## config.mk

```make
export PLATFORM = sky130hd
export DESIGN_NAME = dhcp_reply_lease_parser_top
export DESIGN_NICKNAME = d
export VERILOG_FILES = /design/src/dhcprlp_pkg.sv /design/src/dhcprlp_opt_walker.sv /design/src/dhcp_reply_lease_parser_top.sv
export SDC_FILE = /design/constraint.sdc
export NUM_CORES = 1
export LEC_CHECK = 0
export BUFFER_PORTS_ARGS = -buffer_cell sky130_fd_sc_hd__buf_2
export CORE_ASPECT_RATIO = 0.6
export CORE_MARGIN = 2
export CORE_UTILIZATION = 36
export CTS_CLUSTER_SIZE = 8
export DETAILED_ROUTE_END_ITERATION = 12
export GPL_ROUTABILITY_DRIVEN = 0
export SLEW_MARGIN = 20
export SYNTH_ARGS = -nofsm -noshare
export SYNTH_HDL_FRONTEND = slang
export SYNTH_HIERARCHICAL = 1
export SYNTH_SLANG_ARGS = --single-unit
```

## constraint.sdc

```tcl
create_clock -name i_clk -period 13.5 [get_ports i_clk]
set_input_delay 0.675 -clock i_clk [delete_from_list [all_inputs] [get_ports i_clk]]
set_output_delay 0.675 -clock i_clk [all_outputs]
set_load 0.01 [all_outputs]
```

## src/dhcprlp_pkg.sv

```systemverilog
// ----------------------------------------------------------------------------
// DHCP reply lease parser package
// Word types, header offsets, option codes and status codes.
// ----------------------------------------------------------------------------
`timescale 1ns / 1ps

package dhcprlp_pkg;

    localparam int MAX_PACKET_BYTES_DEF = 2048;

    localparam int XID_START     = 4;
    localparam int XID_END       = 8;
    localparam int YIADDR_START  = 16;
    localparam int YIADDR_END    = 20;
    localparam int FIXED_LEN     = 236;
    localparam int OPTS_START    = 240;

    localparam logic [31:0] MAGIC_COOKIE = 32'h6382_5363;
    localparam logic [7:0]  OP_BOOTREPLY = 8'd2;
    localparam logic [7:0]  TYPE_OFFER   = 8'd2;
    localparam logic [7:0]  TYPE_ACK     = 8'd5;

    localparam logic [7:0] CODE_PAD    = 8'd0;
    localparam logic [7:0] CODE_MASK   = 8'd1;
    localparam logic [7:0] CODE_ROUTER = 8'd3;
    localparam logic [7:0] CODE_DNS    = 8'd6;
    localparam logic [7:0] CODE_TYPE   = 8'd53;
    localparam logic [7:0] CODE_END    = 8'd255;

    localparam int OPT_TYPE   = 0;
    localparam int OPT_MASK   = 1;
    localparam int OPT_ROUTER = 2;
    localparam int OPT_DNS    = 3;
    localparam int OPT_NUM    = 4;

    localparam logic [2:0] ADDR_BYTES = 3'd4;

    localparam logic [2:0] ST_OK        = 3'd0;
    localparam logic [2:0] ST_BAD_TYPE  = 3'd1;
    localparam logic [2:0] ST_SHORT     = 3'd2;
    localparam logic [2:0] ST_TOO_LONG  = 3'd3;
    localparam logic [2:0] ST_NOT_REPLY = 3'd4;
    localparam logic [2:0] ST_BAD_MAGIC = 3'd5;
    localparam logic [2:0] ST_NO_TYPE   = 3'd6;

    typedef enum logic [1:0] {
        PH_CODE,
        PH_LEN,
        PH_VALUE,
        PH_DONE
    } t_walk_phase;

    typedef struct packed {
        logic [7:0] data_byte;
        logic       last_byte;
    } t_in_word;

    typedef struct packed {
        logic [2:0]  status;
        logic [31:0] transaction_id;
        logic [31:0] offered_addr;
        logic [7:0]  message_type;
        logic        prefix_ok;
        logic [5:0]  prefix_length;
        logic        gateway_ok;
        logic [31:0] gateway_addr;
        logic        has_dns;
        logic [31:0] dns_addr;
    } t_out_word;

    typedef struct packed {
        logic        type_ok;
        logic [7:0]  type_value;
        logic        mask_ok;
        logic [5:0]  prefix;
        logic        router_ok;
        logic [31:0] router;
        logic        dns_ok;
        logic [31:0] dns;
    } t_opt_info;

    function automatic logic [OPT_NUM-1:0] code_bit(input logic [7:0] code);
        logic [OPT_NUM-1:0] bits;
        bits = '0;
        case (code)
            CODE_TYPE:   bits[OPT_TYPE]   = 1'b1;
            CODE_MASK:   bits[OPT_MASK]   = 1'b1;
            CODE_ROUTER: bits[OPT_ROUTER] = 1'b1;
            CODE_DNS:    bits[OPT_DNS]    = 1'b1;
            default:     bits = '0;
        endcase
        return bits;
    endfunction

endpackage

```

## src/dhcprlp_opt_walker.sv

```systemverilog
// ----------------------------------------------------------------------------
// DHCP option walker
// Walks the option list one byte at a time and keeps the first occurrence of
// message type, subnet mask, router and DNS. Shows the post-update view.
// ----------------------------------------------------------------------------
`timescale 1ns / 1ps

module dhcprlp_opt_walker
    import dhcprlp_pkg::*;
(
    input  logic       i_clk,
    input  logic       i_rst_n,
    input  logic       i_step,
    input  logic       i_clear,
    input  logic [7:0] i_byte,
    output t_opt_info  o_info
);

    t_walk_phase        r_phase, n_phase;
    logic [7:0]         r_code, n_code;
    logic [7:0]         r_remain, n_remain;
    logic [31:0]        r_value, n_value;
    logic [2:0]         r_count, n_count;
    logic [OPT_NUM-1:0] r_decided, n_decided;
    logic [OPT_NUM-1:0] r_valid, n_valid;
    logic [31:0]        r_mask, n_mask;
    logic [31:0]        r_router, n_router;
    logic [31:0]        r_dns, n_dns;
    logic [7:0]         r_type, n_type;

    logic [7:0]         remain_dec;
    logic               finish;
    logic [OPT_NUM-1:0] cur_bit;

    function automatic logic [5:0] leading_ones(input logic [31:0] m);
        logic [5:0] n;
        n = 6'd32;
        for (int i = 0; i < 32; i++) begin
            if (!m[i]) begin
                n = 6'(31 - i);
            end
        end
        return n;
    endfunction

    assign remain_dec = r_remain - 8'd1;
    assign cur_bit    = code_bit(r_code);

    always_comb begin
        n_phase = r_phase;
        if (i_step) begin
            case (r_phase)
                PH_CODE: begin
                    if (i_byte == CODE_END) begin
                        n_phase = PH_DONE;
                    end else if (i_byte != CODE_PAD) begin
                        n_phase = PH_LEN;
                    end
                end
                PH_LEN: begin
                    n_phase = (i_byte == 8'd0) ? PH_CODE : PH_VALUE;
                end
                PH_VALUE: begin
                    if (remain_dec == 8'd0) begin
                        n_phase = PH_CODE;
                    end
                end
                PH_DONE: begin
                    n_phase = PH_DONE;
                end
                default: begin
                    n_phase = PH_CODE;
                end
            endcase
        end
    end

    always_comb begin
        n_code    = r_code;
        n_remain  = r_remain;
        n_value   = r_value;
        n_count   = r_count;
        n_decided = r_decided;
        n_valid   = r_valid;
        n_mask    = r_mask;
        n_router  = r_router;
        n_dns     = r_dns;
        n_type    = r_type;
        finish    = 1'b0;
        if (i_step) begin
            case (r_phase)
                PH_CODE: begin
                    if (i_byte != CODE_END && i_byte != CODE_PAD) begin
                        n_code = i_byte;
                    end
                end
                PH_LEN: begin
                    n_remain = i_byte;
                    n_value  = '0;
                    n_count  = '0;
                    finish   = (i_byte == 8'd0);
                end
                PH_VALUE: begin
                    if (r_count < ADDR_BYTES) begin
                        n_value = {r_value[23:0], i_byte};
                        n_count = r_count + 3'd1;
                    end
                    n_remain = remain_dec;
                    finish   = (remain_dec == 8'd0);
                end
                PH_DONE: begin
                    finish = 1'b0;
                end
                default: begin
                    finish = 1'b0;
                end
            endcase
        end
        if (finish && (cur_bit != '0) && ((r_decided & cur_bit) == '0)) begin
            n_decided = r_decided | cur_bit;
            if (cur_bit[OPT_TYPE]) begin
                if (n_count != 3'd0 && n_count <= ADDR_BYTES) begin
                    n_valid = n_valid | cur_bit;
                    case (n_count)
                        3'd1:    n_type = n_value[7:0];
                        3'd2:    n_type = n_value[15:8];
                        3'd3:    n_type = n_value[23:16];
                        default: n_type = n_value[31:24];
                    endcase
                end
            end else if (n_count == ADDR_BYTES) begin
                n_valid = n_valid | cur_bit;
                if (cur_bit[OPT_MASK]) begin
                    n_mask = n_value;
                end else if (cur_bit[OPT_ROUTER]) begin
                    n_router = n_value;
                end else begin
                    n_dns = n_value;
                end
            end
        end
    end

    always_comb begin
        o_info.type_ok    = n_valid[OPT_TYPE];
        o_info.type_value = n_type;
        o_info.mask_ok    = n_valid[OPT_MASK];
        o_info.prefix     = leading_ones(n_mask);
        o_info.router_ok  = n_valid[OPT_ROUTER];
        o_info.router     = n_router;
        o_info.dns_ok     = n_valid[OPT_DNS];
        o_info.dns        = n_dns;
    end

    always_ff @(posedge i_clk) begin
        if (!i_rst_n || i_clear) begin
            r_phase   <= PH_CODE;
            r_code    <= '0;
            r_remain  <= '0;
            r_value   <= '0;
            r_count   <= '0;
            r_decided <= '0;
            r_valid   <= '0;
            r_mask    <= '0;
            r_router  <= '0;
            r_dns     <= '0;
            r_type    <= '0;
        end else begin
            r_phase   <= n_phase;
            r_code    <= n_code;
            r_remain  <= n_remain;
            r_value   <= n_value;
            r_count   <= n_count;
            r_decided <= n_decided;
            r_valid   <= n_valid;
            r_mask    <= n_mask;
            r_router  <= n_router;
            r_dns     <= n_dns;
            r_type    <= n_type;
        end
    end

`ifndef SYNTHESIS
    a_valid_in_decided: assert property (@(posedge i_clk) disable iff (!i_rst_n)
        (r_valid & ~r_decided) == '0)
        else $error("option valid without option decided");

    a_value_remain: assert property (@(posedge i_clk) disable iff (!i_rst_n)
        r_phase == PH_VALUE |-> r_remain != 8'd0)
        else $error("value phase with nothing left");

    a_count_bound: assert property (@(posedge i_clk) disable iff (!i_rst_n)
        r_count <= ADDR_BYTES)
        else $error("captured count past four");

    a_clear: assert property (@(posedge i_clk) disable iff (!i_rst_n)
        i_clear |=> r_decided == '0 && r_phase == PH_CODE)
        else $error("walker not cleared after last byte");
`endif

endmodule

```

## src/dhcp_reply_lease_parser_top.sv

```systemverilog
// ----------------------------------------------------------------------------
// DHCP reply lease parser
// Parses a DHCP reply byte stream and reports lease status and fields.
// ----------------------------------------------------------------------------
// Input channel: one payload byte per word (i_in_word.data_byte), with
// last_byte set on the final byte of the UDP payload. Output channel: one
// result word per packet, given after the byte marked last.
// Throughput: one byte per cycle while no final byte waits on a stalled result.
// The byte goes into an input register, and the header capture, option walk
// and status decision run combinationally from it into the result register.
// A new packet may follow the last byte at once; all packet state clears as
// the last byte is processed.
// When the receiver stalls, the result holds; non-final bytes keep flowing,
// and only a final byte waits in the input register until the result is taken.
// Reset clears all packet state and both valid flags; nothing is lost or
// produced across it.
// ----------------------------------------------------------------------------
`timescale 1ns / 1ps

module dhcp_reply_lease_parser_top
    import dhcprlp_pkg::*;
#(
    parameter int MAX_PACKET_BYTES = MAX_PACKET_BYTES_DEF
)
(
    input  logic      i_clk,
    input  logic      i_rst_n,
    input  logic      i_in_valid,
    input  t_in_word  i_in_word,
    output logic      o_in_stall,
    output logic      o_out_valid,
    output t_out_word o_out_word,
    input  logic      i_out_stall
);

    localparam int POS_W = $clog2(MAX_PACKET_BYTES + 2);
    localparam logic [POS_W-1:0] MAX_POS = POS_W'(MAX_PACKET_BYTES);

    logic             r_in_valid;
    t_in_word         r_in;
    logic             r_out_valid;
    t_out_word        r_out, n_out;

    logic [POS_W-1:0] r_pos, n_pos;
    logic             r_op_reply, n_op_reply;
    logic [31:0]      r_xid, n_xid;
    logic [31:0]      r_yiaddr, n_yiaddr;
    logic [31:0]      r_cookie, n_cookie;

    logic             proc;
    logic             in_range;
    logic             walk_step;
    logic             pkt_end;
    t_opt_info        opt_info;

    assign proc       = r_in_valid && !(r_in.last_byte && r_out_valid && i_out_stall);
    assign o_in_stall = r_in_valid && !proc;
    assign pkt_end    = proc && r_in.last_byte;
    assign in_range   = r_pos < MAX_POS;
    assign walk_step  = proc && in_range && (r_pos >= POS_W'(OPTS_START));

    always_comb begin
        n_op_reply = r_op_reply;
        n_xid      = r_xid;
        n_yiaddr   = r_yiaddr;
        n_cookie   = r_cookie;
        n_pos      = r_pos;
        if (proc) begin
            if (in_range) begin
                if (r_pos == '0) begin
                    n_op_reply = (r_in.data_byte == OP_BOOTREPLY);
                end
                if (r_pos >= POS_W'(XID_START) && r_pos < POS_W'(XID_END)) begin
                    n_xid = {r_xid[23:0], r_in.data_byte};
                end
                if (r_pos >= POS_W'(YIADDR_START) && r_pos < POS_W'(YIADDR_END)) begin
                    n_yiaddr = {r_yiaddr[23:0], r_in.data_byte};
                end
                if (r_pos >= POS_W'(FIXED_LEN) && r_pos < POS_W'(OPTS_START)) begin
                    n_cookie = {r_cookie[23:0], r_in.data_byte};
                end
            end
            if (r_pos <= MAX_POS) begin
                n_pos = r_pos + POS_W'(1);
            end
        end
    end

    dhcprlp_opt_walker u_walker (
        .i_clk   (i_clk),
        .i_rst_n (i_rst_n),
        .i_step  (walk_step),
        .i_clear (pkt_end),
        .i_byte  (r_in.data_byte),
        .o_info  (opt_info)
    );

    always_comb begin
        n_out = '0;
        if (n_pos > MAX_POS) begin
            n_out.status = ST_TOO_LONG;
        end else if (n_pos < POS_W'(OPTS_START)) begin
            n_out.status = ST_SHORT;
        end else if (!n_op_reply) begin
            n_out.status = ST_NOT_REPLY;
        end else if (n_cookie != MAGIC_COOKIE) begin
            n_out.status = ST_BAD_MAGIC;
        end else if (!opt_info.type_ok) begin
            n_out.status = ST_NO_TYPE;
        end else if (opt_info.type_value != TYPE_OFFER && opt_info.type_value != TYPE_ACK) begin
            n_out.status = ST_BAD_TYPE;
        end else begin
            n_out.status = ST_OK;
        end
        if (n_out.status == ST_OK || n_out.status == ST_BAD_TYPE
                || n_out.status == ST_BAD_MAGIC || n_out.status == ST_NO_TYPE) begin
            n_out.transaction_id = n_xid;
            n_out.offered_addr   = n_yiaddr;
        end
        if (n_out.status == ST_OK || n_out.status == ST_BAD_TYPE) begin
            n_out.message_type = opt_info.type_value;
        end
        if (n_out.status == ST_OK) begin
            if (opt_info.mask_ok) begin
                n_out.prefix_ok     = 1'b1;
                n_out.prefix_length = opt_info.prefix;
            end
            if (opt_info.router_ok) begin
                n_out.gateway_ok   = 1'b1;
                n_out.gateway_addr = opt_info.router;
            end
            if (opt_info.dns_ok) begin
                n_out.has_dns  = 1'b1;
                n_out.dns_addr = opt_info.dns;
            end
        end
    end

    always_ff @(posedge i_clk) begin
        if (!i_rst_n) begin
            r_in_valid <= 1'b0;
        end else if (!o_in_stall) begin
            r_in_valid <= i_in_valid;
        end
    end

    always_ff @(posedge i_clk) begin
        if (!o_in_stall) begin
            r_in <= i_in_word;
        end
    end

    always_ff @(posedge i_clk) begin
        if (!i_rst_n || pkt_end) begin
            r_pos      <= '0;
            r_op_reply <= 1'b0;
            r_xid      <= '0;
            r_yiaddr   <= '0;
            r_cookie   <= '0;
        end else begin
            r_pos      <= n_pos;
            r_op_reply <= n_op_reply;
            r_xid      <= n_xid;
            r_yiaddr   <= n_yiaddr;
            r_cookie   <= n_cookie;
        end
    end

    always_ff @(posedge i_clk) begin
        if (!i_rst_n) begin
            r_out_valid <= 1'b0;
        end else if (pkt_end) begin
            r_out_valid <= 1'b1;
        end else if (!i_out_stall) begin
            r_out_valid <= 1'b0;
        end
    end

    always_ff @(posedge i_clk) begin
        if (pkt_end) begin
            r_out <= n_out;
        end
    end

    assign o_out_valid = r_out_valid;
    assign o_out_word  = r_out;

`ifndef SYNTHESIS
    a_stall_cause: assert property (@(posedge i_clk) disable iff (!i_rst_n)
        o_in_stall |-> r_in_valid && r_in.last_byte && r_out_valid && i_out_stall)
        else $error("input stalled without a waiting result");

    a_pos_clear: assert property (@(posedge i_clk) disable iff (!i_rst_n)
        pkt_end |=> r_pos == '0)
        else $error("byte count not cleared after last byte");

    a_fail_no_opts: assert property (@(posedge i_clk) disable iff (!i_rst_n)
        r_out_valid && r_out.status != ST_OK
            |-> !r_out.prefix_ok && !r_out.gateway_ok && !r_out.has_dns)
        else $error("option fields on a failed lease");

    a_early_fail_zero: assert property (@(posedge i_clk) disable iff (!i_rst_n)
        r_out_valid && (r_out.status == ST_SHORT || r_out.status == ST_TOO_LONG
            || r_out.status == ST_NOT_REPLY)
            |-> r_out.transaction_id == '0 && r_out.offered_addr == '0)
        else $error("header fields on an early failure");

    a_pos_bound: assert property (@(posedge i_clk) disable iff (!i_rst_n)
        r_pos <= MAX_POS + POS_W'(1))
        else $error("byte count past saturation");
`endif

endmodule

```

# [Word-level counts from Yosys, hierarchy flattened]
# Index checks and enable logic that the tools add are counted.
[classes] add_sub_neg=3 order_cmp=13 n_eq_ne=23 muxes=97 n_bitwise=3 n_reduce_logical=43
[op_table] cell="$mux 32" count=25
[op_table] cell="$mux 6" count=32
[op_table] cell="$mux 33" count=2
[op_table] cell="$pmux 32 s2" count=1
[op_table] cell="$reduce_and 33->1" count=1
[op_table] cell="$ne 32x31->1 const B" count=1
[op_table] cell="$ge 12x8->1 const B" count=2
[op_table] cell="$lt 12x8->1 const B" count=2
[op_table] cell="$mux 12" count=2
[op_table] cell="$mux 8" count=3
[op_table] cell="$pmux 8 s3" count=1
[op_table] cell="$mux 3" count=7
[op_table] cell="$reduce_and 18->1" count=1
[op_table] cell="$eq 8x2->1 const B" count=2
[op_table] cell="$logic_not 8->1" count=2
[op_table] cell="$mux 4" count=4
[op_table] cell="$pmux 8 s2" count=1
[op_table] cell="$logic_and 1x1->1" count=15
[op_table] cell="$add 12x1->12 const B" count=1
[op_table] cell="$ge 12x3->1 const B" count=1
[op_table] cell="$ge 12x5->1 const B" count=1
[op_table] cell="$gt 12x12->1 const B" count=1
[op_table] cell="$le 12x12->1 const B" count=1
[op_table] cell="$logic_not 12->1" count=1
[op_table] cell="43 further kinds" count=72
[word_totals] regBits=433 output_inout_bits=150

# [Logic depth before layout (Yosys ltp)]
# Gate-level depths: netlist (run 1).
[depth] depth_word=44 depth_mapped=22 ltp_nobuf=17

# [Modules after synthesis]
# The synthesis (run 1) kept the hierarchy.
[by_module_without_submodules] mod="dhcp_reply_lease_parser_top" n_inst=1 cells_per_inst=970 area_each_um2=11353.4 seq_area_each_um2=6936.7
[by_module_without_submodules] mod="dhcprlp_opt_walker" n_inst=1 cells_per_inst=989 area_each_um2=8605.8 seq_area_each_um2=3303.2

# [Worst setup path before layout (run 1)]
# OpenSTA, ideal clock, no wires.
[synth_path] kind="input-to-reg" start="input port i_out_stall" end="register u_walker.r_type[0]" setup_ps=129 arrival_ps=9417 required_time_ps=13371 path_slack_ps=3954 path_stages=3 path_buffers=0 path_cell_list="a21oi_1 > nor2b_1 > and2_1"
[synth_via] elab_chain_cells=11
[synth_lines] item="from (decl)" line_no="dhcp_reply_lease_parser_top.sv:33" text="input logic i_out_stall"
[synth_lines] item="$logic_and 1x1->1 *" line_no="dhcp_reply_lease_parser_top.sv:56" text="assign proc = r_in_valid && !(r_in.last_byte && r_out_valid && i_out_stall);"
[synth_lines] item="$logic_not 1->1 *" line_no="dhcp_reply_lease_parser_top.sv:56"
[synth_lines] item="$logic_and 1x1->1 *" line_no="dhcp_reply_lease_parser_top.sv:56"
[synth_lines] item="$logic_and 1x1->1 (2 in series)" line_no="dhcp_reply_lease_parser_top.sv:60" text="assign walk_step = proc && in_range && (r_pos >= POS_W'(OPTS_START));"
[synth_lines] item="$mux 3" line_no="dhcprlp_opt_walker.sv:90" text="if (i_step) begin"
[synth_lines] item="$le 3x3->1, or another cell as far along" line_no="dhcprlp_opt_walker.sv:122" text="if (n_count != 3'd0 && n_count <= ADDR_BYTES) begin"
[synth_lines] item="$logic_and 1x1->1 / $pmux 8 s3 (equally long branches)" line_no="dhcprlp_opt_walker.sv:122, dhcprlp_opt_walker.sv:124"
[synth_lines] item="$mux 8" line_no="dhcprlp_opt_walker.sv:122"
[synth_lines] item="$mux 8" line_no="dhcprlp_opt_walker.sv:121" text="if (cur_bit[OPT_TYPE]) begin"
[synth_lines] item="$mux 8" line_no="dhcprlp_opt_walker.sv:119" text="if (finish && (cur_bit != '0) && ((r_decided & cur_bit) == '0)) begin"
[synth_lines] item="to (signal assigned)" line_no="dhcprlp_opt_walker.sv:179" text="r_type <= n_type;"
[synth_lines] item="to (decl)" line_no="dhcprlp_opt_walker.sv:29" text="logic [7:0] r_type, n_type;"
# Every way passes the cells marked *; elsewhere a longest branch is shown, timed or not.
# A chain may end at the register's enable or synchronous reset.

==> impl_metrics.csv, run 1 <==
group,metric,value,unit
outcome,status,"finished, final reports clean",
power_and_ir_drop,power.density,122,nW/µm²
sta,rsz0062_at_grt,"no",
clocking,cts_sinks,433,
logic_synthesis,ys_types,80,
clocking,tritoncts,"yes",
floorplan,die-area,57400,µm²
clocking,postCtsSetupBuffers,0,
global_routing,track_usage,19.0,%
sta,fmax,174,MHz
sta,post-route-period-util,42.6,%
floorplan,start_util,36.6,%
clocking,root_buffer,"clkbuf_16",
logic_synthesis,synth-seq-cells,433,
min_path,min_from,"i_in_word[5]",
setup_path,worst-setup-path-type,"reg2reg",
setup_path,critPathLaunchType,"flip-flop",
routing,num_vias,15800,
global_routing,grt_max_degree,150,
min_path,holdPathStages,1,
power_and_ir_drop,switchingPower,0.614,mW
routing,ant_nets,0,
placement,hpwl,35300,µm
routing,dr.pass1.iters,5,
sta,relSlewSlack,27.7,%
setup_path,worstRegToRegCells,17,
power_and_ir_drop,combPwrFrac,1.8,%
logic_synthesis,async_reset_ff_share,0,%
power_and_ir_drop,p_int,2.19,mW
clocking,clk-insertion-delay-late,0.62,ns
logic_synthesis,synthesis.area,20000,µm²
power_and_ir_drop,leakage,8.25,nW
power_and_ir_drop,p_seq_share,48.6,%
sta,slew_violations,0,
routing,routedWlPerCell,20.1,µm
placement,portBuffers,162,
clocking,cts_buffers,60,
run,drv_cap,0,
routing,via_per_inst,5.65,
setup_path,critPathArrivalTime,6.20,ns
min_path,hold_path.class,"in2reg",
sta,period_minus_slack,5.75,ns
global_routing,antenna_found_initial,0,
power_and_ir_drop,swShare,21.9,%
sta,setup_viol,0,
floorplan,row_count,66,
logic_synthesis,syn_nets,1982,
setup_path,ff2ff_setup_slack,7.75,ns
floorplan,core_area,54500,µm²
power_and_ir_drop,peakVddDrop,0.0000825,V
clocking,cts.path.max_buffers,3,
logic_synthesis,synth_warnings,6,
routing,drt-initial-drc-count,1534,
setup_path,r2r_end,"o_out_word[6]$_SDFFCE_PN0P_",
setup_path,r2r_start,"r_pos[6]$_SDFF_PP0_",
logic_synthesis,syn_inst,1959,
logic_synthesis,synth_ff_type,"dfxtp_1",
finish,nets,2068,
setup_path,crit_path_end_kind,"flip-flop",
setup_path,worstPathRequired,13.94,ns
sta,tightestPinTransition,1.08,ns
sta,final-hold-violation-count,0,
min_path,min_to,"r_in[5]$_DFFE_PN_",
floorplan,io_pins,163,
clocking,htree_num_levels,2,
clocking,post_cts_resized,0,
routing,drc,0,
floorplan,die_h,186,µm
power_and_ir_drop,clock_power_share,49.6,%
global_routing,grt_first_pass_wirelength,87600,µm
finish,synthToLayoutAreaGrowth,14.8,%
clocking,cts_hold_buffers,0,
floorplan,dieWidth,308,µm
logic_synthesis,synth_area_per_cell,10.2,µm²
logic_synthesis,ys_seq_area_share,51.3,%
finish,antennaDiodeCount,0,
clocking,clk_pin_slew,0.05,ns
routing,totalWireLength,56300,µm
setup_path,cp_max_fo,38,
sta,fin_setup_tns,0,ns
global_routing,grt_overflow,0,
global_routing,first_global_vias,14900,
logic_synthesis,synth_edf_count,157,
sta,skew,0.0480,ns
finish,layout-drive-gt1-share,22.7,%
sta,fin_hold_ws,0.234,ns
-- worst max path at each step --
stage	cells after the start	end	slack (ns)	start
finish	17	o_out_word[6]$_SDFFCE_PN0P_	7.75	r_pos[6]$_SDFF_PP0_
global route	17	o_out_word[57]$_SDFFCE_PN0P_	7.28	r_pos[6]$_SDFF_PP0_
CTS	17	o_out_word[6]$_SDFFCE_PN0P_	7.88	r_pos[6]$_SDFF_PP0_
detailed placement	18	o_out_word[145]$_DFFE_PP_	7.67	i_out_stall
global placement	18	o_out_word[145]$_DFFE_PP_	7.83	i_out_stall
floorplan	3	u_walker/r_type[0]$_SDFF_PP0_	3.95	i_out_stall
-- metrics by stage --
step                      utilization [%]  power (mW)  area (µm²)  worst slack, ns  cells
final                                42.1        2.80       22900             7.75   2799
after global routing                 42.1        2.89       22900             7.28   2799
after CTS                            42.0        2.83       22900             7.88   2798
after detailed placement             38.8        1.44       21200             7.67   2696
after global placement               38.8        1.44       21200             7.83   2696
after floorplan                         -        1.42       20000             3.95   1959
-- power groups by stage --
stage | clock [mW] | combinational, mW | sequential (mW)
final | 1.39 | 0.0516 | 1.36
after global routing | 1.48 | 0.0553 | 1.36
after CTS | 1.42 | 0.0506 | 1.36
after global placement | 0 | 0.0498 | 1.39
after detailed placement | 0 | 0.0504 | 1.39
after floorplan | 0 | 0.0274 | 1.39
-- metal layers --
metal | track usage [%] | share of wire, %
met3 | 3.38 | 6.9
met1 | 28.8 | 48
met2 | 27.7 | 43
met5 | 0 | 0
met4 | 4.67 | 1.9
-- worst max-delay path: stages (launching register included) --
cell,delay (ns)
dfxtp_1,0.57
and2_1,0.27
a31oi_1,0.10
nor2_1,0.13
buf_4,0.28
and2_1,0.32
nand2_1,0.28
o21ai_0,0.34
inv_1,0.22
ha_1,0.33
nor3_1,0.39
and2_1,0.51
a21oi_1,0.15
or4_1,0.60
o31ai_4,0.25
buf_4,0.43
nand4_1,0.19
nor3_2,0.17
-- Yosys cell counts, drive strengths merged, types with 4 or more instances --
cell type / count / area (µm²)
a2111oi: 4 / 72.6
a211oi: 110 / 1100
a21boi: 12 / 90.1
a21oi: 137 / 686
a221oi: 24 / 320
a22oi: 8 / 60.1
a31oi: 6 / 37.5
and2: 15 / 93.8
and3: 21 / 131
and4b: 13 / 130
buf: 92 / 593
clkbuf: 93 / 350
dfxtp: 276 / 5530
edfxtp: 157 / 4710
ha: 10 / 125
inv: 26 / 97.6
mux2: 12 / 135
mux2i: 78 / 781
nand2: 123 / 462
nand2b: 11 / 68.8
nand3: 19 / 95.1
nand4: 89 / 557
nand4b: 4 / 35.0
nor2: 273 / 1050
nor2b: 9 / 56.3
nor3: 107 / 926
nor3b: 5 / 37.5
nor4: 88 / 566
nor4b: 4 / 41.3
o211ai: 5 / 37.5
o21a: 7 / 52.6
o21ai: 27 / 135
o21bai: 4 / 30.0
o311ai: 4 / 52.6
o31a: 4 / 35.0
o31ai: 9 / 67.6
or2: 6 / 37.5
or3: 6 / 37.5
or4: 13 / 105
xnor2: 8 / 70.1
-- layout by cell type, fill, tap and decap left out, types with 10 or more instances in the layout --
| cell type | netlist | layout |
|---|---|---|
| and3_1 | 21 | 21 |
| a21boi_0 | 12 | 12 |
| nor2_1 | 261 | 261 |
| ha_1 | 10 | 10 |
| inv_1 | 26 | 26 |
| nor3_1 | 29 | 28 |
| a21oi_1 | 137 | 136 |
| a211oi_1 | 55 | 55 |
| and4b_1 | 13 | 13 |
| mux2i_1 | 78 | 78 |
| clkbuf_16 | 0 | 60 |
| a211oi_2 | 55 | 55 |
| nor3_2 | 78 | 79 |
| or4_1 | 11 | 11 |
| and2_1 | 15 | 13 |
| edfxtp_1 | 157 | 157 |
| nand4_1 | 89 | 89 |
| nor4_1 | 87 | 86 |
| nand3_1 | 19 | 19 |
| buf_2 | 45 | 162 |
| a221oi_2 | 12 | 12 |
| nand2_1 | 123 | 122 |
| mux2_2 | 12 | 12 |
| clkbuf_1 | 92 | 37 |
| nor2_2 | 12 | 12 |
| o21ai_0 | 25 | 25 |
| a221oi_1 | 10 | 10 |
| dfxtp_1 | 276 | 276 |
| buf_4 | 11 | 43 |
-- state kept, by name, summed over array words and instances, names as in the netlist, 32 cells and up --
| register | cells |
|---|---|
| o_out_word | 148 |
| u_walker/r_router | 32 |
| r_xid | 32 |
| r_cookie | 32 |
| u_walker/r_value | 32 |
| u_walker/r_mask | 32 |
| r_yiaddr | 32 |
| u_walker/r_dns | 32 |
-- cells by family (layout without fill, tap and decap cells) --
logic type | count (synthesis) | after routing | synth area share (%)
adder cells (fa/ha/maj) | 10 | 10 | 0.627
flip-flops | 433 | 433 | 51.3
AO/OA/AOI/OAI | 385 | 385 | 15.0
multiplexers | 90 | 90 | 4.59
XOR/XNOR | 11 | 11 | 0.483
buffers and inverters | 211 | 337 | 5.22
AND/OR/NAND/NOR | 819 | 819 | 22.8
-- final cells by class --
| class | count | area (µm²) |
|---|---|---|
| Inverter | 26 | 97.6 |
| Sequential cell | 433 | 10200 |
| Timing Repair Buffer | 209 | 1220 |
| Clock inverter | 5 | 86.3 |
| Multi-Input combinational cell | 1315 | 8740 |
| Clock buffer | 97 | 1640 |
| Tap cell | 714 | 893 |
| Fill cell | 5198 | 31600 |
No activity file was read; power rests on OpenSTA's default activity.
==> inputs of run 2 (changes only) <==
==> constraint.sdc (replaced) <==
create_clock -name i_clk -period 5.89 [get_ports i_clk]
set_input_delay 0.2945 -clock i_clk [delete_from_list [all_inputs] [get_ports i_clk]]
set_output_delay 0.2945 -clock i_clk [all_outputs]
set_load 0.01 [all_outputs]
==> impl_metrics.csv, run 2 (synthesis results as in run 1) <==
group,metric,value,unit
clocking,cts.path.max_buffers,3,
sta,slew_violations,0,
clocking,clk-insertion-delay-late,0.63,ns
floorplan,row_count,66,
finish,nets,2104,
setup_path,r2r_start,"r_pos[6]$_SDFF_PP0_",
sta,fin_hold_ws,0.0497,ns
placement,hpwl,36900,µm
sta,period_minus_slack,5.49,ns
power_and_ir_drop,finalPower,6.46,mW
floorplan,die-area,57400,µm²
finish,synthToLayoutAreaGrowth,16.5,%
global_routing,track_usage,19.2,%
power_and_ir_drop,switchingPower,1.42,mW
floorplan,core_area,54500,µm²
routing,wl_met2,23500,µm
setup_path,cp_max_fo,65,
floorplan,dieWidth,308,µm
routing,num_vias,16100,
routing,totalWireLength,56700,µm
sta,fmax,182,MHz
clocking,postCtsSetupBuffers,0,
global_routing,grt_first_pass_wirelength,87600,µm
routing,routedLengthMet1,27200,µm
outcome,status,"finished, final reports clean",
sta,rsz0062_at_grt,"no",
run,drv_cap,0,
finish,layout-drive-gt1-share,23.5,%
setup_path,worstPathRequired,6.36,ns
power_and_ir_drop,swShare,21.9,%
setup_path,ff2ff_setup_slack,0.40,ns
finish,mostFrequentLayoutCells,"276 x dfxtp_1, 261 x nor2_1, 162 x buf_2, 157 x edfxtp_1, 136 x a21oi_1",
setup_path,worstRegToRegCells,16,
sta,final-hold-violation-count,0,
clocking,cts_sinks,433,
sta,post-route-period-util,93.2,%
setup_path,crit_path_end_kind,"flip-flop",
routing,dr.pass1.iters,6,
routing,wl_met3,4600,µm
power_and_ir_drop,leakage,8.43,nW
finish,final_util,42.7,%
finish,final_common_cell,"dfxtp_1",
power_and_ir_drop,clock_power_share,49.7,%
min_path,hold_path.class,"in2reg",
routing,drc,0,
sta,fin_setup_tns,0,ns
clocking,root_buffer,"clkbuf_16",
setup_path,worst-setup-path-type,"reg2reg",
power_and_ir_drop,p_int,5.04,mW
finish,instances_no_fill,2833,
clocking,tritoncts,"yes",
sta,setup_viol,0,
routing,ant_nets,0,
power_and_ir_drop,peakVddDrop,0.000245,V
setup_path,r2r_end,"o_out_word[14]$_SDFFCE_PN0P_",
clocking,htree_num_levels,2,
global_routing,grt_overflow,0,
finish,final_area,23300,µm²
placement,place_ws,0.196,ns
routing,routedWlPerCell,20.0,µm
global_routing,antenna_found_initial,0,
setup_path,endpoint,"o_out_word[14]$_SDFFCE_PN0P_",
routing,via_per_inst,5.68,
placement,dp_cells,2722,
clocking,clk_pin_slew,0.06,ns
finish,antennaDiodeCount,0,
sta,tightestPinTransition,1.09,ns
power_and_ir_drop,power.density,278,nW/µm²
global_routing,grt_max_degree,85,
floorplan,die_h,186,µm
sta,relSlewSlack,27.5,%
power_and_ir_drop,p_seq_share,48.2,%
setup_path,critPathArrivalTime,5.96,ns
global_routing,first_global_vias,14800,
routing,drt-initial-drc-count,1576,
routing,highest_layer,"met4",
placement,dpl_cell_area,21400,µm²
setup_path,critPathLaunchType,"flip-flop",
finish,largest_reg_flops,148,
setup_path,startpoint,"r_pos[6]$_SDFF_PP0_",
sta,setup_ws,0.398,ns
sta,skew,0.0584,ns
clocking,cts_buffers,60,
placement,portBuffers,162,
floorplan,start_util,36.6,%
power_and_ir_drop,combPwrFrac,2.0,%
min_path,holdPathStages,2,
floorplan,io_pins,163,
==> run 2: cell types whose count changed in the layout (fill, tap and decap cells not counted), sizes merged <==
cell,before,now
buf,209,234
dlygate4sd3,0,11
clkinv,5,2
inv,26,27
==> run 2: routing by layer <==
metal,vias up,track usage [%]
met4,0,5.87
met2,629,26.9
met1,7812,28.9
met3,96,4.21
li1,7543,-
met5,-,0
==> run 2: area by class of cell <==
type / count / area, µm²
clock buffers: 97 / 1660
fillers: 5147 / 31300
repair buffers: 245 / 1560
flip-flops and latches: 433 / 10200
clock inverters: 3 / 58.8
well taps: 714 / 893
inverters: 26 / 97.6
multi-input cells: 1315 / 8740
==> run 2: what timing repair did <==
action | CTS | global route
setup endpoints to repair | 0 | 66
hold buffers | 11 | 0
hold endpoints to repair | 11 | 0
gates resized for setup | 0 | 4
==> run 2: power groups by stage <==
| stage | clock, mW | sequential, mW | combinational, mW |
|---|---|---|---|
| global placement | 0 | 3.17 | 0.125 |
| floorplan | 0 | 3.18 | 0.0630 |
| finish | 3.21 | 3.11 | 0.131 |
| global route | 3.41 | 3.11 | 0.141 |
| CTS | 3.28 | 3.11 | 0.131 |
| detailed placement | 0 | 3.17 | 0.125 |
==> run 2: worst max-delay path, stage by stage (launching register included) <==
cell and delay, ns:
dfxtp_1 0.56, and2_1 0.26, a31oi_1 0.12, nor2_1 0.16
and2_1 0.33, nand2_1 0.30, o21ai_0 0.36, inv_1 0.23
ha_1 0.36, nor3_1 0.40, and2_2 0.40, a21oi_1 0.13
or4_1 0.59, o31ai_4 0.30, buf_8 0.38, nand4_1 0.21
nor3_2 0.17
==> run 2: how the worst min path moves through the flow <==
stage | startpoint | endpoint | slack [ns]
after floorplan | i_in_word[0] | r_in[0]$_DFFE_PN_ | 0.39
after detailed placement | r_cookie[26]$_SDFF_PP0_ | r_cookie[26]$_SDFF_PP0_ | 0.45
final | i_rst_n | r_in_valid$_SDFFE_PN0N_ | 0.05
after global routing | i_rst_n | r_in_valid$_SDFFE_PN0N_ | 0.04
after global placement | r_cookie[31]$_SDFF_PP0_ | r_cookie[31]$_SDFF_PP0_ | 0.44
after CTS | i_rst_n | r_in_valid$_SDFFE_PN0N_ | 0.03
